## config.mk

```make
export PLATFORM = sky130hd
export DESIGN_NAME = char_lcd_nibble_refresh_controller
export DESIGN_NICKNAME = d
export VERILOG_FILES = /design/src/hw/rtl/clnr_pkg.sv /design/src/hw/rtl/clnr_text_store.sv /design/src/hw/rtl/char_lcd_nibble_refresh_controller.sv
export SDC_FILE = /design/constraint.sdc
export NUM_CORES = 1
export LEC_CHECK = 0
export BUFFER_PORTS_ARGS = -buffer_cell sky130_fd_sc_hd__clkbuf_2
export CORE_MARGIN = 1
export CORE_UTILIZATION = 55
export CTS_CLUSTER_SIZE = 40
export DETAILED_ROUTE_END_ITERATION = 8
export PLACE_DENSITY = 0.82
export SYNTH_ARGS = -nofsm -noshare
export SYNTH_HDL_FRONTEND = slang
export SYNTH_SLANG_ARGS = --single-unit
```

## constraint.sdc

```tcl
create_clock -name aclk -period 22.3 [get_ports aclk]
set_clock_uncertainty 0.05 [all_clocks]
set_input_delay 2.23 -clock aclk [delete_from_list [all_inputs] [get_ports aclk]]
set_output_delay 2.23 -clock aclk [all_outputs]
set_load 0.01 [all_outputs]
```

## src/hw/rtl/clnr_pkg.sv

```systemverilog
// ----------------------------------------------------------------------------
// clnr_pkg
// Shared types, constants and helper functions of the character LCD
// nibble refresh controller.
// ----------------------------------------------------------------------------
package clnr_pkg;

    localparam int SLOTS_PER_LINE = 16;
    localparam int STORE_DEPTH    = 2 * SLOTS_PER_LINE;
    localparam int STORE_AW       = $clog2(STORE_DEPTH);
    localparam int SLOT_IW        = $clog2(SLOTS_PER_LINE);
    localparam int SLOT_CW        = $clog2(SLOTS_PER_LINE + 1);

    localparam logic [3:0] MODE_NIBBLE = 4'h2;
    localparam logic [7:0] BLANK_CHAR  = 8'h20;
    localparam logic [7:0] ASCII_ZERO  = 8'h30;

    localparam logic [7:0] RST_POWER_UP_DELAY   = 8'd5;
    localparam logic [7:0] RST_COMMAND_GAP      = 8'd1;
    localparam logic [7:0] RST_FUNCTION_SET     = 8'd40;
    localparam logic [7:0] RST_DISPLAY_CONTROL  = 8'd12;
    localparam logic [7:0] RST_LINE_ONE_ADDR    = 8'd128;
    localparam logic [7:0] RST_LINE_TWO_ADDR    = 8'd192;

    typedef enum logic [1:0] {
        KIND_TICK  = 2'd0,
        KIND_CHAR  = 2'd1,
        KIND_LEVEL = 2'd2
    } kind_t;

    typedef enum logic [1:0] {
        PH_FUNC  = 2'd0,
        PH_DISP  = 2'd1,
        PH_MODE  = 2'd2,
        PH_DELAY = 2'd3
    } phase_t;

    typedef enum logic [2:0] {
        CFG_POWER_UP_DELAY  = 3'd0,
        CFG_COMMAND_GAP     = 3'd1,
        CFG_FUNCTION_SET    = 3'd2,
        CFG_DISPLAY_CONTROL = 3'd3,
        CFG_LINE_ONE_ADDR   = 3'd4,
        CFG_LINE_TWO_ADDR   = 3'd5
    } cfg_index_t;

    typedef struct packed {
        logic                char_en;
        logic [STORE_AW-1:0] char_addr;
        logic [7:0]          char_data;
        logic                level_en;
        logic [7:0]          level;
    } store_wr_t;

    function automatic logic [7:0] banner_one(input logic [SLOT_IW-1:0] pos);
        logic [7:0] ch;
        case (pos)
            4'd0:    ch = 8'h46;
            4'd1:    ch = 8'h4F;
            4'd2:    ch = 8'h42;
            4'd3:    ch = 8'h20;
            4'd4:    ch = 8'h54;
            4'd5:    ch = 8'h65;
            4'd6:    ch = 8'h73;
            4'd7:    ch = 8'h74;
            4'd8:    ch = 8'h65;
            4'd9:    ch = 8'h72;
            default: ch = BLANK_CHAR;
        endcase
        return ch;
    endfunction

    function automatic logic [7:0] banner_two(input logic [SLOT_IW-1:0] pos);
        logic [7:0] ch;
        case (pos)
            4'd0:    ch = 8'h4F;
            4'd1:    ch = 8'h6D;
            4'd2:    ch = 8'h61;
            4'd3:    ch = 8'h72;
            4'd4:    ch = 8'h20;
            4'd5:    ch = 8'h53;
            4'd6:    ch = 8'h65;
            4'd7:    ch = 8'h76;
            4'd8:    ch = 8'h69;
            4'd9:    ch = 8'h6C;
            4'd10:   ch = 8'h6C;
            4'd11:   ch = 8'h61;
            default: ch = BLANK_CHAR;
        endcase
        return ch;
    endfunction

    function automatic logic [7:0] banner_char(input logic [STORE_AW-1:0] addr);
        logic [7:0] ch;
        if (addr < STORE_AW'(SLOTS_PER_LINE)) begin
            ch = banner_one(addr[SLOT_IW-1:0]);
        end else begin
            ch = banner_two(SLOT_IW'(addr - STORE_AW'(SLOTS_PER_LINE)));
        end
        return ch;
    endfunction

    // hundreds digit of a byte: (v * 41) >> 12 is exact for v < 256
    function automatic logic [3:0] dec_hundreds(input logic [7:0] v);
        logic [13:0] p;
        p = 14'(v) * 14'd41;
        return {2'b00, p[13:12]};
    endfunction

    // tens digit of a value below 100: (v * 205) >> 11 is exact there
    function automatic logic [3:0] dec_tens(input logic [6:0] v);
        logic [14:0] p;
        p = 15'(v) * 15'd205;
        return p[14:11];
    endfunction

endpackage

```

## src/hw/rtl/clnr_text_store.sv

```systemverilog
// ----------------------------------------------------------------------------
// clnr_text_store
// Two-line character store with banner reset, a character write port,
// a three-digit decimal write of a byte at the start of line one, and
// one combinational read port.
// ----------------------------------------------------------------------------
module clnr_text_store
    import clnr_pkg::*;
(
    input  logic                aclk,
    input  logic                aresetn,
    input  store_wr_t           wr,
    input  logic [STORE_AW-1:0] rd_addr,
    output logic [7:0]          rd_data
);

    logic [7:0] store_reg [STORE_DEPTH];

    logic [3:0] hund;
    logic [6:0] rem_hund;
    logic [3:0] tens;
    logic [3:0] units;

    always_comb begin
        hund     = dec_hundreds(wr.level);
        rem_hund = 7'(wr.level - 8'(hund) * 8'd100);
        tens     = dec_tens(rem_hund);
        units    = 4'(rem_hund - 7'(tens) * 7'd10);
    end

    always_ff @(posedge aclk) begin
        if (!aresetn) begin
            for (int i = 0; i < STORE_DEPTH; i++) begin
                store_reg[i] <= banner_char(STORE_AW'(i));
            end
        end else begin
            if (wr.char_en) begin
                store_reg[wr.char_addr] <= wr.char_data;
            end
            if (wr.level_en) begin
                store_reg[0] <= ASCII_ZERO + 8'(hund);
                store_reg[1] <= ASCII_ZERO + 8'(tens);
                store_reg[2] <= ASCII_ZERO + 8'(units);
            end
        end
    end

    assign rd_data = store_reg[rd_addr];

endmodule

```

## src/hw/rtl/char_lcd_nibble_refresh_controller.sv

```systemverilog
// ----------------------------------------------------------------------------
// char_lcd_nibble_refresh_controller
// Two-line character LCD controller on a 4-bit bus with endless refresh.
// ----------------------------------------------------------------------------
// Usage:
//   s_* channel: one item per handshake. Kind tick moves the LCD pins one
//   step and yields pin results on m_*; kinds write character and show
//   level only update the text store and yield nothing.
//   m_* channel: pin levels after each step; last marks the final result
//   of a tick. A tick yields one result the cycle after it is accepted;
//   the tick that ends line two yields three results in turn (strobe
//   done, 4-bit mode strobe high, then low). Throughput: one item per
//   cycle while m_ready stays high; the three-result tick holds s_ready
//   low while the single output register drains its tail. If m_ready is
//   low, the output register holds its result and s_ready drops until it
//   is taken. cfg_* channel: register writes, always ready; the user must
//   have them taken while idle, which the block does not enforce. Reset
//   (synchronous, aresetn low): registers return to defaults, the text
//   store reloads the banner, the power-up wait starts again.
// ----------------------------------------------------------------------------
module char_lcd_nibble_refresh_controller
    import clnr_pkg::*;
(
    input  logic       aclk,
    input  logic       aresetn,

    input  logic       cfg_valid,
    output logic       cfg_ready,
    input  logic [2:0] cfg_index,
    input  logic [7:0] cfg_data,

    input  logic       s_valid,
    output logic       s_ready,
    input  logic [1:0] s_kind,
    input  logic       s_line_select,
    input  logic [3:0] s_slot,
    input  logic [7:0] s_char_code,
    input  logic [7:0] s_level,

    output logic       m_valid,
    input  logic       m_ready,
    output logic       m_reg_select,
    output logic       m_read_write,
    output logic [3:0] m_data_nibble,
    output logic       m_enable,
    output logic       m_ready_res,
    output logic       m_last
);

    // configuration registers
    logic [7:0] power_up_delay_reg, power_up_delay_next;
    logic [7:0] command_gap_reg, command_gap_next;
    logic [7:0] function_set_reg, function_set_next;
    logic [7:0] display_control_reg, display_control_next;
    logic [7:0] line_one_addr_reg, line_one_addr_next;
    logic [7:0] line_two_addr_reg, line_two_addr_next;

    // sequencer state
    logic [3:0]         pin_nibble_reg, pin_nibble_next;
    logic               pin_rs_reg, pin_rs_next;
    logic               pin_enable_reg, pin_enable_next;
    logic               low_half_reg, low_half_next;
    logic               init_done_reg, init_done_next;
    phase_t             phase_reg, phase_next;
    logic [7:0]         delay_count_reg, delay_count_next;
    phase_t             after_phase_reg, after_phase_next;
    logic               line_reg, line_next;
    logic [SLOT_CW-1:0] slot_count_reg, slot_count_next;

    // output register
    logic       m_valid_reg;
    logic [1:0] tail_reg;
    logic       m_rs_reg, m_enable_reg, m_ready_res_reg, m_last_reg;
    logic [3:0] m_nibble_reg;

    logic tick_acc, cfg_acc, in_acc;
    logic line_busy;
    logic restart;

    logic       send_active, send_rs;
    logic [7:0] send_byte;
    logic [3:0] step_nibble;
    logic       step_enable, step_low, step_done;

    logic       res_rs, res_enable, res_ready, res_last;
    logic [3:0] res_nibble;

    store_wr_t           store_wr;
    logic [STORE_AW-1:0] rd_addr;
    logic [7:0]          rd_data;

    assign cfg_ready = 1'b1;
    assign cfg_acc   = cfg_valid && cfg_ready;
    assign s_ready   = !m_valid_reg || (m_ready && (tail_reg == 2'd0));
    assign in_acc    = s_valid && s_ready;
    assign tick_acc  = in_acc && (s_kind == KIND_TICK);
    assign line_busy = slot_count_reg < SLOT_CW'(SLOTS_PER_LINE);

    // text store
    always_comb begin
        store_wr.char_en   = in_acc && (s_kind == KIND_CHAR)
                             && ({1'b0, s_slot} < SLOT_CW'(SLOTS_PER_LINE));
        store_wr.char_addr = s_line_select ? STORE_AW'(SLOTS_PER_LINE) + STORE_AW'(s_slot)
                                           : STORE_AW'(s_slot);
        store_wr.char_data = s_char_code;
        store_wr.level_en  = in_acc && (s_kind == KIND_LEVEL);
        store_wr.level     = s_level;
        rd_addr = line_reg ? STORE_AW'(SLOTS_PER_LINE) + STORE_AW'(slot_count_reg)
                           : STORE_AW'(slot_count_reg);
    end

    clnr_text_store u_text_store (
        .aclk    (aclk),
        .aresetn (aresetn),
        .wr      (store_wr),
        .rd_addr (rd_addr),
        .rd_data (rd_data)
    );

    // byte to send in this step
    always_comb begin
        send_active = 1'b0;
        send_rs     = 1'b0;
        send_byte   = function_set_reg;
        if (!init_done_reg) begin
            case (phase_reg)
                PH_FUNC: begin
                    send_active = 1'b1;
                    send_byte   = function_set_reg;
                end
                PH_DISP: begin
                    send_active = 1'b1;
                    send_byte   = display_control_reg;
                end
                PH_MODE: begin
                    send_active = 1'b1;
                    send_byte   = function_set_reg;
                end
                default: begin
                    send_active = 1'b0;
                end
            endcase
        end else if (line_busy) begin
            send_active = 1'b1;
            send_rs     = 1'b1;
            send_byte   = rd_data;
        end else if (!line_reg) begin
            send_active = 1'b1;
            send_byte   = line_two_addr_reg;
        end else begin
            send_active = 1'b1;
            send_byte   = line_one_addr_reg;
        end
    end

    // one strobe step: high nibble up, down, low nibble up, down
    always_comb begin
        if (!low_half_reg) begin
            step_nibble = send_byte[7:4];
            step_enable = !pin_enable_reg;
            step_low    = pin_enable_reg;
            step_done   = 1'b0;
        end else begin
            step_nibble = send_byte[3:0];
            step_enable = !pin_enable_reg;
            step_low    = !pin_enable_reg;
            step_done   = pin_enable_reg;
        end
    end

    assign restart = init_done_reg && !line_busy && line_reg && step_done;

    // next state
    always_comb begin
        power_up_delay_next  = power_up_delay_reg;
        command_gap_next     = command_gap_reg;
        function_set_next    = function_set_reg;
        display_control_next = display_control_reg;
        line_one_addr_next   = line_one_addr_reg;
        line_two_addr_next   = line_two_addr_reg;
        pin_nibble_next      = pin_nibble_reg;
        pin_rs_next          = pin_rs_reg;
        pin_enable_next      = pin_enable_reg;
        low_half_next        = low_half_reg;
        init_done_next       = init_done_reg;
        phase_next           = phase_reg;
        delay_count_next     = delay_count_reg;
        after_phase_next     = after_phase_reg;
        line_next            = line_reg;
        slot_count_next      = slot_count_reg;

        if (tick_acc) begin
            if (send_active) begin
                pin_rs_next     = send_rs;
                pin_nibble_next = step_nibble;
                pin_enable_next = step_enable;
                low_half_next   = step_low;
            end
            if (!init_done_reg) begin
                case (phase_reg)
                    PH_FUNC: begin
                        if (step_done) begin
                            delay_count_next = command_gap_reg;
                            after_phase_next = PH_DISP;
                            phase_next       = PH_DELAY;
                        end
                    end
                    PH_DISP: begin
                        if (step_done) begin
                            delay_count_next = command_gap_reg;
                            after_phase_next = PH_MODE;
                            phase_next       = PH_DELAY;
                        end
                    end
                    PH_MODE: begin
                        if (step_done) begin
                            phase_next     = PH_FUNC;
                            init_done_next = 1'b1;
                        end
                    end
                    default: begin
                        if (delay_count_reg != 8'd0) begin
                            delay_count_next = delay_count_reg - 8'd1;
                        end else begin
                            phase_next = after_phase_reg;
                        end
                    end
                endcase
            end else if (line_busy) begin
                if (step_done) begin
                    slot_count_next = slot_count_reg + SLOT_CW'(1);
                end
            end else if (!line_reg) begin
                if (step_done) begin
                    slot_count_next = '0;
                    line_next       = 1'b1;
                end
            end else begin
                if (step_done) begin
                    slot_count_next = '0;
                    line_next       = 1'b0;
                    pin_rs_next     = 1'b0;
                    pin_nibble_next = MODE_NIBBLE;
                    pin_enable_next = 1'b0;
                    init_done_next  = 1'b0;
                end
            end
        end

        if (cfg_acc) begin
            case (cfg_index)
                CFG_POWER_UP_DELAY: begin
                    power_up_delay_next = cfg_data;
                    if (!init_done_reg && (phase_reg == PH_DELAY)
                        && (after_phase_reg == PH_FUNC)) begin
                        delay_count_next = cfg_data;
                    end
                end
                CFG_COMMAND_GAP:     command_gap_next     = cfg_data;
                CFG_FUNCTION_SET:    function_set_next    = cfg_data;
                CFG_DISPLAY_CONTROL: display_control_next = cfg_data;
                CFG_LINE_ONE_ADDR:   line_one_addr_next   = cfg_data;
                CFG_LINE_TWO_ADDR:   line_two_addr_next   = cfg_data;
                default: begin
                end
            endcase
        end
    end

    // first result of a tick: pin levels right after the strobe step
    always_comb begin
        res_rs     = send_active ? send_rs : pin_rs_reg;
        res_nibble = send_active ? step_nibble : pin_nibble_reg;
        res_enable = send_active ? step_enable : pin_enable_reg;
        res_ready  = init_done_reg || init_done_next;
        res_last   = !restart;
    end

    always_ff @(posedge aclk) begin
        if (!aresetn) begin
            power_up_delay_reg  <= RST_POWER_UP_DELAY;
            command_gap_reg     <= RST_COMMAND_GAP;
            function_set_reg    <= RST_FUNCTION_SET;
            display_control_reg <= RST_DISPLAY_CONTROL;
            line_one_addr_reg   <= RST_LINE_ONE_ADDR;
            line_two_addr_reg   <= RST_LINE_TWO_ADDR;
            pin_nibble_reg      <= MODE_NIBBLE;
            pin_rs_reg          <= 1'b0;
            pin_enable_reg      <= 1'b0;
            low_half_reg        <= 1'b0;
            init_done_reg       <= 1'b0;
            phase_reg           <= PH_DELAY;
            delay_count_reg     <= RST_POWER_UP_DELAY;
            after_phase_reg     <= PH_FUNC;
            line_reg            <= 1'b0;
            slot_count_reg      <= '0;
        end else begin
            power_up_delay_reg  <= power_up_delay_next;
            command_gap_reg     <= command_gap_next;
            function_set_reg    <= function_set_next;
            display_control_reg <= display_control_next;
            line_one_addr_reg   <= line_one_addr_next;
            line_two_addr_reg   <= line_two_addr_next;
            pin_nibble_reg      <= pin_nibble_next;
            pin_rs_reg          <= pin_rs_next;
            pin_enable_reg      <= pin_enable_next;
            low_half_reg        <= low_half_next;
            init_done_reg       <= init_done_next;
            phase_reg           <= phase_next;
            delay_count_reg     <= delay_count_next;
            after_phase_reg     <= after_phase_next;
            line_reg            <= line_next;
            slot_count_reg      <= slot_count_next;
        end
    end

    // output control: valid flag and the 4-bit mode strobe tail
    always_ff @(posedge aclk) begin
        if (!aresetn) begin
            m_valid_reg <= 1'b0;
            tail_reg    <= 2'd0;
        end else if (tick_acc) begin
            m_valid_reg <= 1'b1;
            tail_reg    <= restart ? 2'd2 : 2'd0;
        end else if (m_valid_reg && m_ready) begin
            if (tail_reg != 2'd0) begin
                tail_reg <= tail_reg - 2'd1;
            end else begin
                m_valid_reg <= 1'b0;
            end
        end
    end

    // output payload
    always_ff @(posedge aclk) begin
        if (tick_acc) begin
            m_rs_reg        <= res_rs;
            m_nibble_reg    <= res_nibble;
            m_enable_reg    <= res_enable;
            m_ready_res_reg <= res_ready;
            m_last_reg      <= res_last;
        end else if (m_valid_reg && m_ready && (tail_reg != 2'd0)) begin
            m_rs_reg        <= 1'b0;
            m_nibble_reg    <= MODE_NIBBLE;
            m_enable_reg    <= (tail_reg == 2'd2);
            m_ready_res_reg <= 1'b0;
            m_last_reg      <= (tail_reg == 2'd1);
        end
    end

    assign m_valid       = m_valid_reg;
    assign m_reg_select  = m_rs_reg;
    assign m_read_write  = 1'b0;
    assign m_data_nibble = m_nibble_reg;
    assign m_enable      = m_enable_reg;
    assign m_ready_res   = m_ready_res_reg;
    assign m_last        = m_last_reg;

    a_tail_pending: assert property (@(posedge aclk) disable iff (!aresetn)
        (tail_reg != 2'd0) |-> (m_valid_reg && !m_last_reg))
        else $error("strobe tail pending without a non-final result held");

    a_tail_order: assert property (@(posedge aclk) disable iff (!aresetn)
        (tail_reg == 2'd1) |-> (m_nibble_reg == MODE_NIBBLE || m_valid_reg && m_enable_reg
                                || !m_ready_res_reg))
        else $error("strobe tail out of order");

    a_no_wait_mid_byte: assert property (@(posedge aclk) disable iff (!aresetn)
        !(low_half_reg && !init_done_reg && (phase_reg == PH_DELAY)))
        else $error("wait entered in the middle of a byte");

    a_slot_range: assert property (@(posedge aclk) disable iff (!aresetn)
        slot_count_reg <= SLOT_CW'(SLOTS_PER_LINE))
        else $error("slot count beyond line length");

    a_restart_tail: assert property (@(posedge aclk) disable iff (!aresetn)
        (tick_acc && restart) |=> (tail_reg == 2'd2 && !init_done_reg))
        else $error("line two end did not start the mode strobe");

endmodule

```

After elaboration in Yosys (flattened, before gate mapping)
Memories as Yosys holds them, arrays and structs flattened.
Index checks and enable logic that the tools add are counted.
W data, S select, Z words.

cells by class
  bitwise logic cells = 5
  reductions and logical operators = 45
  $add $sub $neg = 10
  multipliers = 4
  multiplexer cells = 98
  div/mod/pow operators = 0
  eq/ne operators = 18
  $lt $le $gt $ge = 1
  shifts and indexed selects = 0

operators with widths
  kind                    number
  $mux W8                 30
  $mux W1                 42
  $mux W4                 8
  $mux W5                 6
  $mux W2                 9
  $pmux W8 S2             1
  $reduce_and A2 Y1       8
  $mul A7 B8 Y15 const B  1
  $add A6 B4 Y7 const A   2
  $mul A8 B6 Y14 const B  1
  $logic_and A1 B1 Y1     12
  $reduce_and A5 Y1       2
  $reduce_bool A2 Y1      5
  $eq A2 B2 Y1 const B    4
  $logic_not A2 Y1        4
  $ne A2 B2 Y1 const B    4
  $pmux W2 S2             2
  $reduce_bool A8 Y1      1
  $reduce_or A8 Y1        1
  $sub A8 B1 Y8 const B   1
  $add A6 B2 Y7 const A   1
  $sub A7 B7 Y7           1
  $eq A2 B1 Y1 const B    3
  $eq A3 B2 Y1 const B    2
  other kinds (20)        30

storage, ports and cells
  memories kept = 1
  output and inout bits = 12
  latch bits = 0
  bits in read-only memories = 0
  RAM bits = 256
  flip-flop bits (word level) = 77
  bits of input ports = 39

memory list
  memory                  words  width  read ports  clocked after Yosys merged registers in  write ports  RTL line               RTL
  u_text_store.store_reg  32     8      1           0                                        32           clnr_text_store.sv:17  logic [7:0] store_reg [STORE_DEPTH];

Logic depth before layout (Yosys ltp)
Gate-level depths: netlist (run 1).
An unclocked memory read counts as a cell.

  depth in word-level cells = 11
  depth in mapped cells = 34

Cells and area by module
Synthesis (run 1) repeated with hierarchy kept, for this count alone.

second synthesis, totals
  cell total of the unflattened synthesis = 1412
  area total of the unflattened synthesis = 17376.7 um2

modules (own cells, without submodules)
  module                              seq. area each (um2)  area each (um2)  times used  cells an instance
  clnr_text_store                     7687.4                13479.2          1           942
  char_lcd_nibble_refresh_controller  1621.6                3897.5           1           470

Worst setup path before layout (run 1)
OpenSTA, ideal clock, no wires.

  kind = input port to flip-flop
  start = input port s_level[2]
  end = memory u_text_store.store_reg[2][3], data pin
  arrival time = 9.432 ns
  data required time = 21.989 ns
  stages on the path = 34
  library setup time = 0.261 ns
  path buffers = 0
  setup slack = 12.557 ns
  path through = ha_1 fa_1 ha_1 ha_1 nand4_1 o21ai_0 a21oi_1 o21ai_0 a21o_1 xnor2_1 ha_1 inv_1 fa_1 o21a_1 nor2_1 xnor2_1 xnor2_1 ha_1 ha_1 fa_1 inv_1 fa_1 inv_1 ha_1 o211ai_1 a21oi_1 a211oi_2 xnor2_1 ha_1 fa_1 xnor2_1 xnor3_1 xor2_1 o21ai_0

RTL lines
  item         RTL line                                  RTL
  from (decl)  char_lcd_nibble_refresh_controller.sv:38  input logic [7:0] s_level,
  to (decl)    clnr_text_store.sv:17

==> summary.txt, run 1 <==
Timing
  • Worst-Margin Slew: 1.35 ns
  • Final hold violation count: 0
  • Final Slew Violations: 0
  • Max Clock Freq: 98.8 MHz
  • Min cycle time layout: 10.12 ns
  • Rel. slew slack: 8.79%
  • RSZ-0062 raised after global routing: no
  • Setup_tns: 0 ns
  • Final period util: 45.4%
  • Setup-failing EPs final: 0

Floorplan
  • # IOs: 51
  • Die Span X: 181 um
  • Core footprint: 0.0315 sq mm
  • Die area: 0.0327 sq mm
  • Cell Rows: 65
  • Initial core utilization: 55.9%
  • Height of the chip: 181 um

Run status
  • Status: finished, violations left
  • Failing checks: design-rule violations

Clock network
  • CTS tree: yes
  • CTS max path bufs: 3
  • Root Buffer Master: clkbuf_16
  • Num CTS Buffers: 35
  • Setup Fix Bufs, Post-CTS: 0
  • H-tree levels: 2
  • Clock latency on the worst-skew pair: 0.53 ns
  • Clock transition at the registers of the reported paths: 0.06 ns
  • Post-cts resize count: 0
  • # hold bufs at CTS: 0
  • Sink Count: 333

Critical path
  • Maximum fanout along the worst path: 6
  • CP endpoint kind: flop
  • CP startpoint kind: primary input
  • Critical-path top delay cell: fa_1
  • Worst Setup SP: s_level[4]
  • Worst EP required: 22.51 ns
  • Crit path largest cell delay: 0.51 ns
  • Reg2Reg Launch Point: slot_count_reg[0]$_SDFFE_PN0P_
  • Crit Path Class: primary input to flop
  • Most frequent cell on the critical path: ha_1
  • Arr. time, crit path: 10.33 ns
  • Register-to-Register Setup Slack: 18.40 ns

Synthesis
  • Synth async-reset ratio: 0%
  • Synth warn: 0
  • Syn Inst Count: 1528
  • Count of different cell masters after synthesis: 65
  • Post-Syn Nets: 1651
  • Synth Register Bits: 333
  • Post-synthesis average cell area: 11.5 sq um
  • Sequential element share of the synthesized area: 52.9%
  • Ys flop type: edfxtp_1
  • Post-synth EDFFs: 264
  • Post-Syn Area: 0.0176 sq mm

Pwr
  • Leakage: 6.79 nW
  • Cell Pwr Density: 91.3 mW/mm^2
  • Max IR drop VDD: 0.144 mV

Global route
  • Initial antenna violation count: 0
  • First-pass GRT wire length: 66.2 mm
  • Total GRT Usage: 26.1%
  • Global route overflow: 0
  • Vias in the first global route: 12000
  • Pin count of the biggest net entering global routing: 99

Layout
  • Post-Layout Cell Count: 1943
  • Share of layout cells above drive strength 1: 11.6%
  • Area grow syn2layout: 8.83%
  • Nets: 1640
  • N_diodes: 0
  • Max reg flops: 256

Worst hold path
  • Worst min path class: flop to flop
  • Min-delay src: pin_nibble_reg[3]$_SDFFE_PN0P_

Drt
  • Drt drc: 2
  • Drt total wl: 42.3 mm
  • Antenna viol nets, final: 0
  • Via count of the routed design: 12200
  • Via/cell ratio: 6.27
  • Detailed Route Iter0 Violations: 1452
  • Drt pass-1 iters: 7
  • Routed len/inst: 21.8 um

Placement
  • Routability cong.: 0.959
  • Dpl hpwl: 27.7 mm
  • Post-Place Cells: 1882
  • Count of input and output buffers: 48

Flow run
  • Max_cap viols: 0
[metal layers]
layer	global-route usage [%]	wire length [um]	vias up
met3	4.01	3460	108
li1	-	-	5534
met1	34.6	16800	5956
met4	9.98	1510	0
met2	43.4	20500	585
met5	0	0	-
[worst max-delay path: cells and delay by family]
kind | cells | cell delay (ns)
xor gates and xnor gates | 7 | 1.27
and+or+nand+nor | 2 | 0.21
AOI/OAI and AO/OA | 9 | 1.90
buffers and inverters | 4 | 0.30
adders and majority gates | 13 | 4.43
[layout make-up]
cell class | count | area [sq um]
sequential | 333 | 9310
multi-input combinational | 1040 | 7620
tap | 402 | 503
clock buffer | 39 | 912
clock inverter | 22 | 267
fill | 2385 | 12300
inverter | 40 | 150
timing repair buffer | 67 | 383
[cell usage after synthesis (19+ instances only)]
library cell / number / share of area, %
edfxtp_1: 264 / 45
nand2_1: 170 / 3.6
and2_1: 148 / 5.3
clkbuf_1: 90 / 1.9
or3_1: 86 / 3.1
nor2_1: 76 / 1.6
ha_1: 72 / 5.1
dfxtp_1: 69 / 7.9
o21ai_0: 67 / 1.9
mux2i_1: 58 / 3.3
a21oi_1: 41 / 1.2
inv_1: 40 / 0.85
a21boi_0: 39 / 1.7
mux4_2: 38 / 4.9
nand3_1: 34 / 0.97
and3_1: 23 / 0.82
a31oi_1: 19 / 0.68
[report_power, final]
| part | total [W] | switching (W) | internal [W] |
|---|---|---|---|
| Sequential | 0.000710 | 0.0000100 | 0.000700 |
| Clock | 0.000605 | 0.000241 | 0.000364 |
| Combinational | 0.000434 | 0.000241 | 0.000193 |
| Total | 0.00175 | 0.000492 | 0.00126 |
[cell families after synthesis]
family | after synthesis | synth area share (%)
fa+ha+maj | 84 | 6.49
xor+xnor | 15 | 0.825
flops | 333 | 52.9
buf+inv | 155 | 3.78
simple gates | 596 | 17.5
compound gates | 229 | 8.44
mux | 114 | 10.0
other cells | 2 | 0.0427
[worst paths after layout]
path	endpoint	depth (start not counted)
max	u_text_store.store_reg[2][3]$_DFFE_PP_	35
min	pin_nibble_reg[3]$_SDFFE_PN0P_	2
max reg2reg	m_data_nibble[1]$_SDFFCE_PN1P_	7
min reg2reg	pin_nibble_reg[3]$_SDFFE_PN0P_	2
[layout by cell type (no fill, tap or decap), types with 39 or more instances in the layout]
master,netlist,routed
a21boi_0,39,39
a21oi_1,41,41
and2_1,148,148
clkbuf_2,0,48
dfxtp_1,69,67
edfxtp_1,264,264
ha_1,72,72
inv_1,40,40
mux2i_1,58,58
nand2_1,170,170
nor2_1,76,76
o21ai_0,67,67
or3_1,86,86
[through the flow]
step	worst slack [ns]	total power (W)	cell area, sq um	utilization, %	hold WS [ns]
3_3_place_gp	11.97	0.00113	18000	57.1	0.394
3_5_place_dp	11.65	0.00116	18000	57.1	0.408
4_1_cts	12.16	0.00176	19100	60.8	0.417
2_1_floorplan	12.56	0.00105	17600	-	0.387
5_1_grt	11.62	0.00184	19100	60.8	0.438
6_report	12.18	0.00175	19100	60.8	0.417
(Power assumes the default switching activity.)
==> run 2, diff against run 1 <==
--- a/config.mk
+++ b/config.mk
@@ -5,6 +5,7 @@
 export SDC_FILE = /design/constraint.sdc
 export NUM_CORES = 1
 export LEC_CHECK = 0
+export ABC_AREA = 1
 export BUFFER_PORTS_ARGS = -buffer_cell sky130_fd_sc_hd__clkbuf_2
 export CORE_MARGIN = 1
 export CORE_UTILIZATION = 55
==> constraint.sdc (replaced) <==
create_clock -name aclk -period 9.4 [get_ports aclk]
set_clock_uncertainty 0.05 [all_clocks]
set_input_delay 0.94 -clock aclk [delete_from_list [all_inputs] [get_ports aclk]]
set_output_delay 0.94 -clock aclk [all_outputs]
set_load 0.01 [all_outputs]
==> summary.txt, run 2 <==
Synthesis
  • Synth area leader: edfxtp_1
  • Synth top area cells: edfxtp_1 (45%), nand2_1 (11%), dfxtp_1 (7.8%)
  • Commonest cells post-synth: nand2_1 (530), nor2_1 (345), edfxtp_1 (264)
  • Post-synthesis average cell area: 8.57 sq um (-26%)
  • Count of different cell masters after synthesis: 49 (-25%)
  • Ys flop type: edfxtp_1
  • Synth warn: 0 (unchanged)
  • Most common cell in the netlist: nand2_1
  • Syn Inst Count: 2075 (+36%)
  • Post-Syn Area: 0.0178 sq mm (+1.1%)
  • Synth Register Bits: 333 (unchanged)
  • Synth async-reset ratio: 0% (unchanged)
  • Post-Syn Nets: 2198 (+33%)
  • Post-synth EDFFs: 264 (unchanged)
  • Sequential element share of the synthesized area: 52.4% (-0.55 points)
  • Share of the synthesized area in the top cell type: 44.6% (-0.47 points)

Drt
  • Routed len/inst: 17.5 um (-19%)
  • Detailed Route Iter0 Violations: 1425 (-1.9%)
  • Drt total wl: 43.9 mm (+3.9%)
  • Drt drc: 0 (-2)
  • Via count of the routed design: 14400 (+18%)
  • Via/cell ratio: 5.75 (-8.4%)
  • Antenna viol nets, final: 0 (unchanged)
  • Drt pass-1 iters: 6 (-1)

Layout
  • Commonest non-fill, non-tap cell in the layout: nand2_1
  • N_diodes: 0 (unchanged)
  • Most frequent cells in the layout: nand2_1 (530), nor2_1 (345), edfxtp_1 (264)
  • Design Area, Final: 0.0193 sq mm (+0.67%)
  • Max reg flops: 256 (unchanged)
  • FILL cells: 2597 (+8.9%)
  • Nets: 2198 (+34%)
  • Share of layout cells above drive strength 1: 9.13% (-2.5 points)
  • Area grow syn2layout: 8.42%

Clock network
  • Root Buffer Master: clkbuf_16
  • CTS tree: yes
  • H-tree levels: 2 (unchanged)
  • Setup Fix Bufs, Post-CTS: 0 (unchanged)
  • Clock transition at the registers of the reported paths: 0.06 ns (about the same)
  • Post-cts resize count: 0 (unchanged)
  • CTS max path bufs: 3 (unchanged)
  • Sink Count: 333 (unchanged)
  • Clock latency on the worst-skew pair: 0.55 ns (+0.02 ns)
  • # hold bufs at CTS: 0 (unchanged)
  • Num CTS Buffers: 36 (+2.9%)

Pwr
  • Max IR drop VDD: 0.144 mV (-0.40%)
  • Seq pwr share: 40.9% (+0.3 points)
  • Pint: 0.00286 W (+130%)
  • Sw frac: 30.1% (+2.0 points)
  • Leakage: 8.05 nW (+18%)
  • Cell Pwr Density: 213 mW/mm^2 (+130%)
  • Comb power frac: 24.9% (about the same)
  • Tot Pwr: 0.00410 W (+130%)
  • Clock share of power: 34.3% (-0.3 points)
  • Psw: 0.00123 W (+150%)

Timing
  • Min cycle time layout: 8.21 ns
  • Setup_tns: 0 ns (unchanged)
  • Final period util: 87.3%
  • Rel. slew slack: 16.3% (+7.5 points)
  • Worst-Margin Slew: 1.25 ns (-0.0996 ns)
  • Max Clock Freq: 122 MHz
  • Setup-failing EPs final: 0 (unchanged)
  • Final hold violation count: 0 (unchanged)
  • Final Slew Violations: 0 (unchanged)
  • RSZ-0062 raised after global routing: no

Floorplan
  • # IOs: 51 (unchanged)
  • Die Span X: 182 um (+0.52%)
  • Cell Rows: 65 (unchanged)
  • Core footprint: 0.0317 sq mm (+0.78%)
  • Die area: 0.0330 sq mm (+1.0%)
  • Initial core utilization: 56.0% (+0.15 points)
  • Height of the chip: 182 um (+0.52%)

Placement
  • Dpl hpwl: 28.2 mm (+2.1%)
  • Placed Area: 0.0181 sq mm (+0.79%)
  • Routability cong.: 0.923 (-3.7%)
  • Count of input and output buffers: 48 (unchanged)

Critical path
  • Maximum fanout along the worst path: 6 (unchanged)
  • Worst EP required: 9.62 ns (-12.89 ns)
  • Critical-path top delay cell: fa_1
  • Arr. time, crit path: 8.43 ns (-1.90 ns)
  • Crit Path Class: primary input to flop
  • CP startpoint kind: primary input
  • Crit path largest cell delay: 0.50 ns (about the same)
  • Most frequent cell on the critical path: nand2_1
  • CP endpoint kind: flop

Global route
  • Total GRT Usage: 26.8% (+0.69 points)
  • Vias in the first global route: 14200 (+18%)
  • Initial antenna violation count: 0 (unchanged)
  • Global route overflow: 0 (unchanged)
  • Pin count of the biggest net entering global routing: 94 (-5.1%)
  • First-pass GRT wire length: 70.1 mm (+5.9%)

Flow run
  • Max_cap viols: 0 (unchanged)

Run status
  • Status: finished, final reports clean

Worst hold path
  • Worst min path class: flop to flop
[run 2: cell types whose count changed in the layout (fill, tap and decap cells not counted), moves of 58 or more]
| cell | delta |
|---|---|
| mux2i_1 | -58 |
| inv_1 | +145 |
| or3_1 | -86 |
| nand2_1 | +360 |
| and2_1 | -148 |
| nor2_1 | +269 |
| nand3_1 | +123 |
[run 2: layout make-up]
cell class	count	area, sq um	area share (%)
clock buffer	49	1010	5.25
timing repair buffer	62	345	1.79
sequential	333	9310	48.3
clock inverter	16	153	0.792
multi-input combinational	1415	7090	36.8
inverter	227	853	4.43
tap	402	503	2.61
[run 2: final timing paths]
kind	startpoint	to	slack, ns	cells after the start
worst max-delay path	s_level[1]	u_text_store.store_reg[2][3]$_DFFE_PP_	1.19	42
worst min-delay path	command_gap_reg[7]$_SDFFE_PN0P_	command_gap_reg[7]$_SDFFE_PN0P_	0.41	2
worst max register to register	slot_count_reg[0]$_SDFFE_PN0P_	m_data_nibble[1]$_SDFFCE_PN1P_	5.88	12
worst min register to register	command_gap_reg[7]$_SDFFE_PN0P_	command_gap_reg[7]$_SDFFE_PN0P_	0.41	2
[run 2: critical path, delay by kind of cell]
kind,cells,cell delay (ns)
adder cells (fa/ha/maj),12,4.26
AND/OR/NAND/NOR,17,1.64
XOR/XNOR,4,0.82
buffers and inverters,6,0.46
AO/OA/AOI/OAI,3,0.32
[run 2: routing by layer]
layer	track usage [%]	vias to the layer above	part of all wire [%]	routed length, um
met2	45.5	804	48	21000
met4	11.9	0	3.8	1660
met1	33.7	6679	39	17100
met3	4.47	135	9.5	4160
met5	0	-	0	0
li1	-	6771	-	-
[run 2: kinds of logic after synthesis]
group | share of synthesized area, %
AO/OA/AOI/OAI | 7.05
buffers and inverters | 7.73
adder cells (fa/ha/maj) | 6.42
other | 0.0422
AND/OR/NAND/NOR | 25.6
flip-flops | 52.4
XOR/XNOR | 0.788
[run 2: power by group through the flow]
stage | Combinational [W] | Clock [W] | Sequential (W)
2_1_floorplan | 0.000769 | 0 | 0.00170
3_3_place_gp | 0.000965 | 0 | 0.00170
3_5_place_dp | 0.00100 | 0 | 0.00170
4_1_cts | 0.00101 | 0.00141 | 0.00167
5_1_grt | 0.00118 | 0.00146 | 0.00168
6_report | 0.00102 | 0.00140 | 0.00167
[run 2: through the flow]
step	util [%]	hold WS (ns)	std cells	setup WS [ns]
after floorplan	-	0.373	2075	1.42
after global placement	57.1	0.389	2439	0.818
after detailed placement	57.1	0.393	2439	0.626
after CTS	60.8	0.407	2504	1.18
after global routing	60.8	0.417	2504	0.590
final	60.8	0.406	2504	1.19
==> run 3, diff against run 2 <==
--- a/config.mk
+++ b/config.mk
@@ -14,4 +14,5 @@
 export PLACE_DENSITY = 0.82
 export SYNTH_ARGS = -nofsm -noshare
 export SYNTH_HDL_FRONTEND = slang
+export SYNTH_HIERARCHICAL = 1
 export SYNTH_SLANG_ARGS = --single-unit
==> summary.txt, run 3 <==
Run status
  • Status: finished, violations left
  • Failing checks: design-rule violations

Placement
  • Dpl hpwl: 28.9 mm (+2.5%)
  • Routability cong.: 0.893 (-3.2%)
  • Post-Place Cells: 2290 (-6.1%)
  • Count of input and output buffers: 48 (unchanged)

Floorplan
  • Initial core utilization: 56.4% (+0.30 points)
  • Die Span X: 180 um (-1.0%)
  • Height of the chip: 180 um (-1.0%)
  • Die area: 0.0324 sq mm (-2.0%)
  • Core footprint: 0.0309 sq mm (-2.5%)
  • # IOs: 51 (unchanged)
  • Cell Rows: 64 (-1.5%)

Critical path
  • Worst EP required: 9.60 ns (-0.02 ns)
  • Crit path largest cell delay: 0.51 ns (about the same)
  • CP endpoint kind: flop
  • Most frequent cell on the critical path: nand2_1
  • Maximum fanout along the worst path: 6 (unchanged)
  • Arr. time, crit path: 8.18 ns (-0.25 ns)
  • Crit Path Class: primary input to flop
  • CP startpoint kind: primary input
  • Critical-path top delay cell: fa_1

Timing
  • Final period util: 84.9% (-2.5 points)
  • Min cycle time layout: 7.98 ns (-0.232 ns)
  • Final Slew Violations: 0 (unchanged)
  • Max Clock Freq: 125 MHz (+2.9%)
  • Hold Slack: 0.403 ns (-0.00272 ns)
  • Worst-Margin Slew: 1.24 ns (-0.0112 ns)
  • Setup_tns: 0 ns (unchanged)
  • RSZ-0062 raised after global routing: no
  • Final hold violation count: 0 (unchanged)
  • Rel. slew slack: 17.0% (+0.75 points)
  • Setup-failing EPs final: 0 (unchanged)

Drt
  • Via/cell ratio: 5.96 (+3.6%)
  • Drt drc: 5 (+5)
  • Antenna viol nets, final: 0 (unchanged)
  • Drt total wl: 43.6 mm (-0.75%)
  • Drt pass-1 iters: 8 (+2)
  • Detailed Route Iter0 Violations: 1449 (+1.7%)
  • Routed len/inst: 18.5 um (+5.7%)
  • Via count of the routed design: 14000 (-2.6%)

Synthesis
  • Post-Syn Nets: 2050 (-6.7%)
  • Synth Register Bits: 333 (unchanged)
  • Compound-Gate Fraction of Synth Area: 12.3% (+5.2 points)
  • Post-Syn Area: 0.0174 sq mm (-2.0%)
  • Count of different cell masters after synthesis: 50 (+2.0%)
  • Simple-gate portion of the synthesized area: 20.5% (-5.1 points)
  • Mux cell area share after synthesis: 0% (unchanged)
  • Synth area leader: edfxtp_1
  • Post-synthesis average cell area: 9.04 sq um (+5.5%)
  • Synth warn: 6 (+6)
  • Synth top area cells: edfxtp_1 (46%), nor2_1 (8.4%), dfxtp_1 (7.9%)
  • Post-Synth XOR/XNOR Area: 0.352% (-0.44 points)
  • Post-synth EDFFs: 264 (unchanged)
  • Share of the synthesized area in the top cell type: 45.5% (+0.92 points)
  • Commonest cells post-synth: nor2_1 (391), nand2_1 (292), edfxtp_1 (264)
  • Sequential element share of the synthesized area: 53.4% (+1.1 points)
  • Syn Inst Count: 1927 (-7.1%)
  • Synth async-reset ratio: 0% (unchanged)
  • Ys flop type: edfxtp_1
  • Main combinational cell family by area after synthesis: simple AND/OR/NAND/NOR gates
  • Post-Synth Adder-Cell Area: 6.55% (+0.13 points)
  • Most common cell in the netlist: nor2_1

Layout
  • N_diodes: 0 (unchanged)
  • Final Util: 61.4% (+0.63 points)
  • Post-Layout Cell Count: 2352 (-6.1%)
  • Max reg flops: 256 (unchanged)
  • Nets: 2054 (-6.6%)
  • Share of layout cells above drive strength 1: 10.2% (+1.0 points)
  • Most frequent cells in the layout: nor2_1 (391), nand2_1 (292), edfxtp_1 (264)
  • Area grow syn2layout: 8.95%
  • Commonest non-fill, non-tap cell in the layout: nor2_1

Pwr
  • Max IR drop VDD: 0.238 mV (+66%)
  • Leakage: 7.55 nW (-6.2%)
  • Cell Pwr Density: 216 mW/mm^2 (+1.4%)

Clock network
  • Sink Count: 333 (unchanged)
  • Post-cts resize count: 0 (unchanged)
  • Root Buffer Master: clkbuf_16
  • Num CTS Buffers: 35 (-2.8%)
  • Setup Fix Bufs, Post-CTS: 0 (unchanged)
  • Clock transition at the registers of the reported paths: 0.06 ns (about the same)
  • CTS tree: yes
  • H-tree levels: 2 (unchanged)
  • CTS max path bufs: 3 (unchanged)
  • Clock latency on the worst-skew pair: 0.53 ns (-0.02 ns)
  • # hold bufs at CTS: 0 (unchanged)

Global route
  • Vias in the first global route: 13800 (-2.9%)
  • Initial antenna violation count: 0 (unchanged)
  • Global route overflow: 0 (unchanged)
  • Pin count of the biggest net entering global routing: 88 (-6.4%)
  • Total GRT Usage: 27.0% (+0.16 points)
  • First-pass GRT wire length: 69.5 mm (-0.89%)

Flow run
  • Max_cap viols: 0 (unchanged)

Worst hold path
  • Worst min path class: flop to flop
## run 3: cell types whose count changed after synthesis, sizes merged, moves of 8 or more
cell	previous run	this run
o21ai	120	209
o22ai	5	25
buf	50	27
nor3	6	16
inv	222	194
o211ai	17	8
nor2	378	425
o221ai	1	47
nand3	158	75
clkbuf	50	68
xor2	13	5
nand2	532	298
## run 3: power breakdown
part | internal, W | switching [W] | total [W]
clock | 0.000821 | 0.000559 | 0.00138
sequential | 0.00166 | 0.0000219 | 0.00168
combinational | 0.000387 | 0.000647 | 0.00103
## run 3: worst max-delay path, delay by kind of cell
family,cells,cell delay (ns)
xor gates and xnor gates,1,0.20
buffers and inverters,8,0.56
AOI/OAI and AO/OA,3,0.36
and+or+nand+nor,21,1.73
adders and majority gates,13,4.43
## run 3: worst paths after layout
| kind | startpoint | endpoint | slack [ns] | cells after the start |
|---|---|---|---|---|
| hold reg to reg | function_set_reg[4]$_SDFFE_PN0P_ | function_set_reg[4]$_SDFFE_PN0P_ | 0.40 | 2 |
| setup reg to reg | slot_count_reg[0]$_SDFFE_PN0P_ | m_data_nibble[3]$_SDFFCE_PP0P_ | 5.43 | 12 |
| hold / removal | function_set_reg[4]$_SDFFE_PN0P_ | function_set_reg[4]$_SDFFE_PN0P_ | 0.40 | 2 |
| setup / recovery | s_level[1] | u_text_store/store_reg[2][3]$_DFFE_PP_ | 1.42 | 46 |
## run 3: cell families (layout without fill, tap and decap cells)
logic type	after synthesis	after routing
fa+ha+maj	84	84
buf+inv	293	322
simple gates	836	836
xor+xnor	7	7
other cells	2	2
flops	333	333
compound gates	372	372
## run 3: area by class of cell
cell class,instances,area (sq um)
clock buffers,50,995
clock inverters,12,149
fillers,2525,11900
inverters,198,749
multi-input cells,1301,6930
flip-flops and latches,333,9310
well taps,396,495
repair buffers,62,345
## run 3: routing by layer
layer	GRT usage [%]	routed length, um	up-vias
li1	-	-	6536
met1	33.7	16600	6573
met2	45.1	20800	772
met3	6.12	4640	127
met4	11.4	1560	0
met5	0	0	-
## run 3: metrics by stage
step | setup WS [ns] | instance area, sq um | power [W]
final | 1.42 | 19000 | 0.00409
after floorplan | 1.68 | 17400 | 0.00250
after CTS | 1.43 | 19000 | 0.00410
after detailed placement | 0.910 | 17800 | 0.00274
after global routing | 0.795 | 19000 | 0.00434
after global placement | 1.13 | 17800 | 0.00269
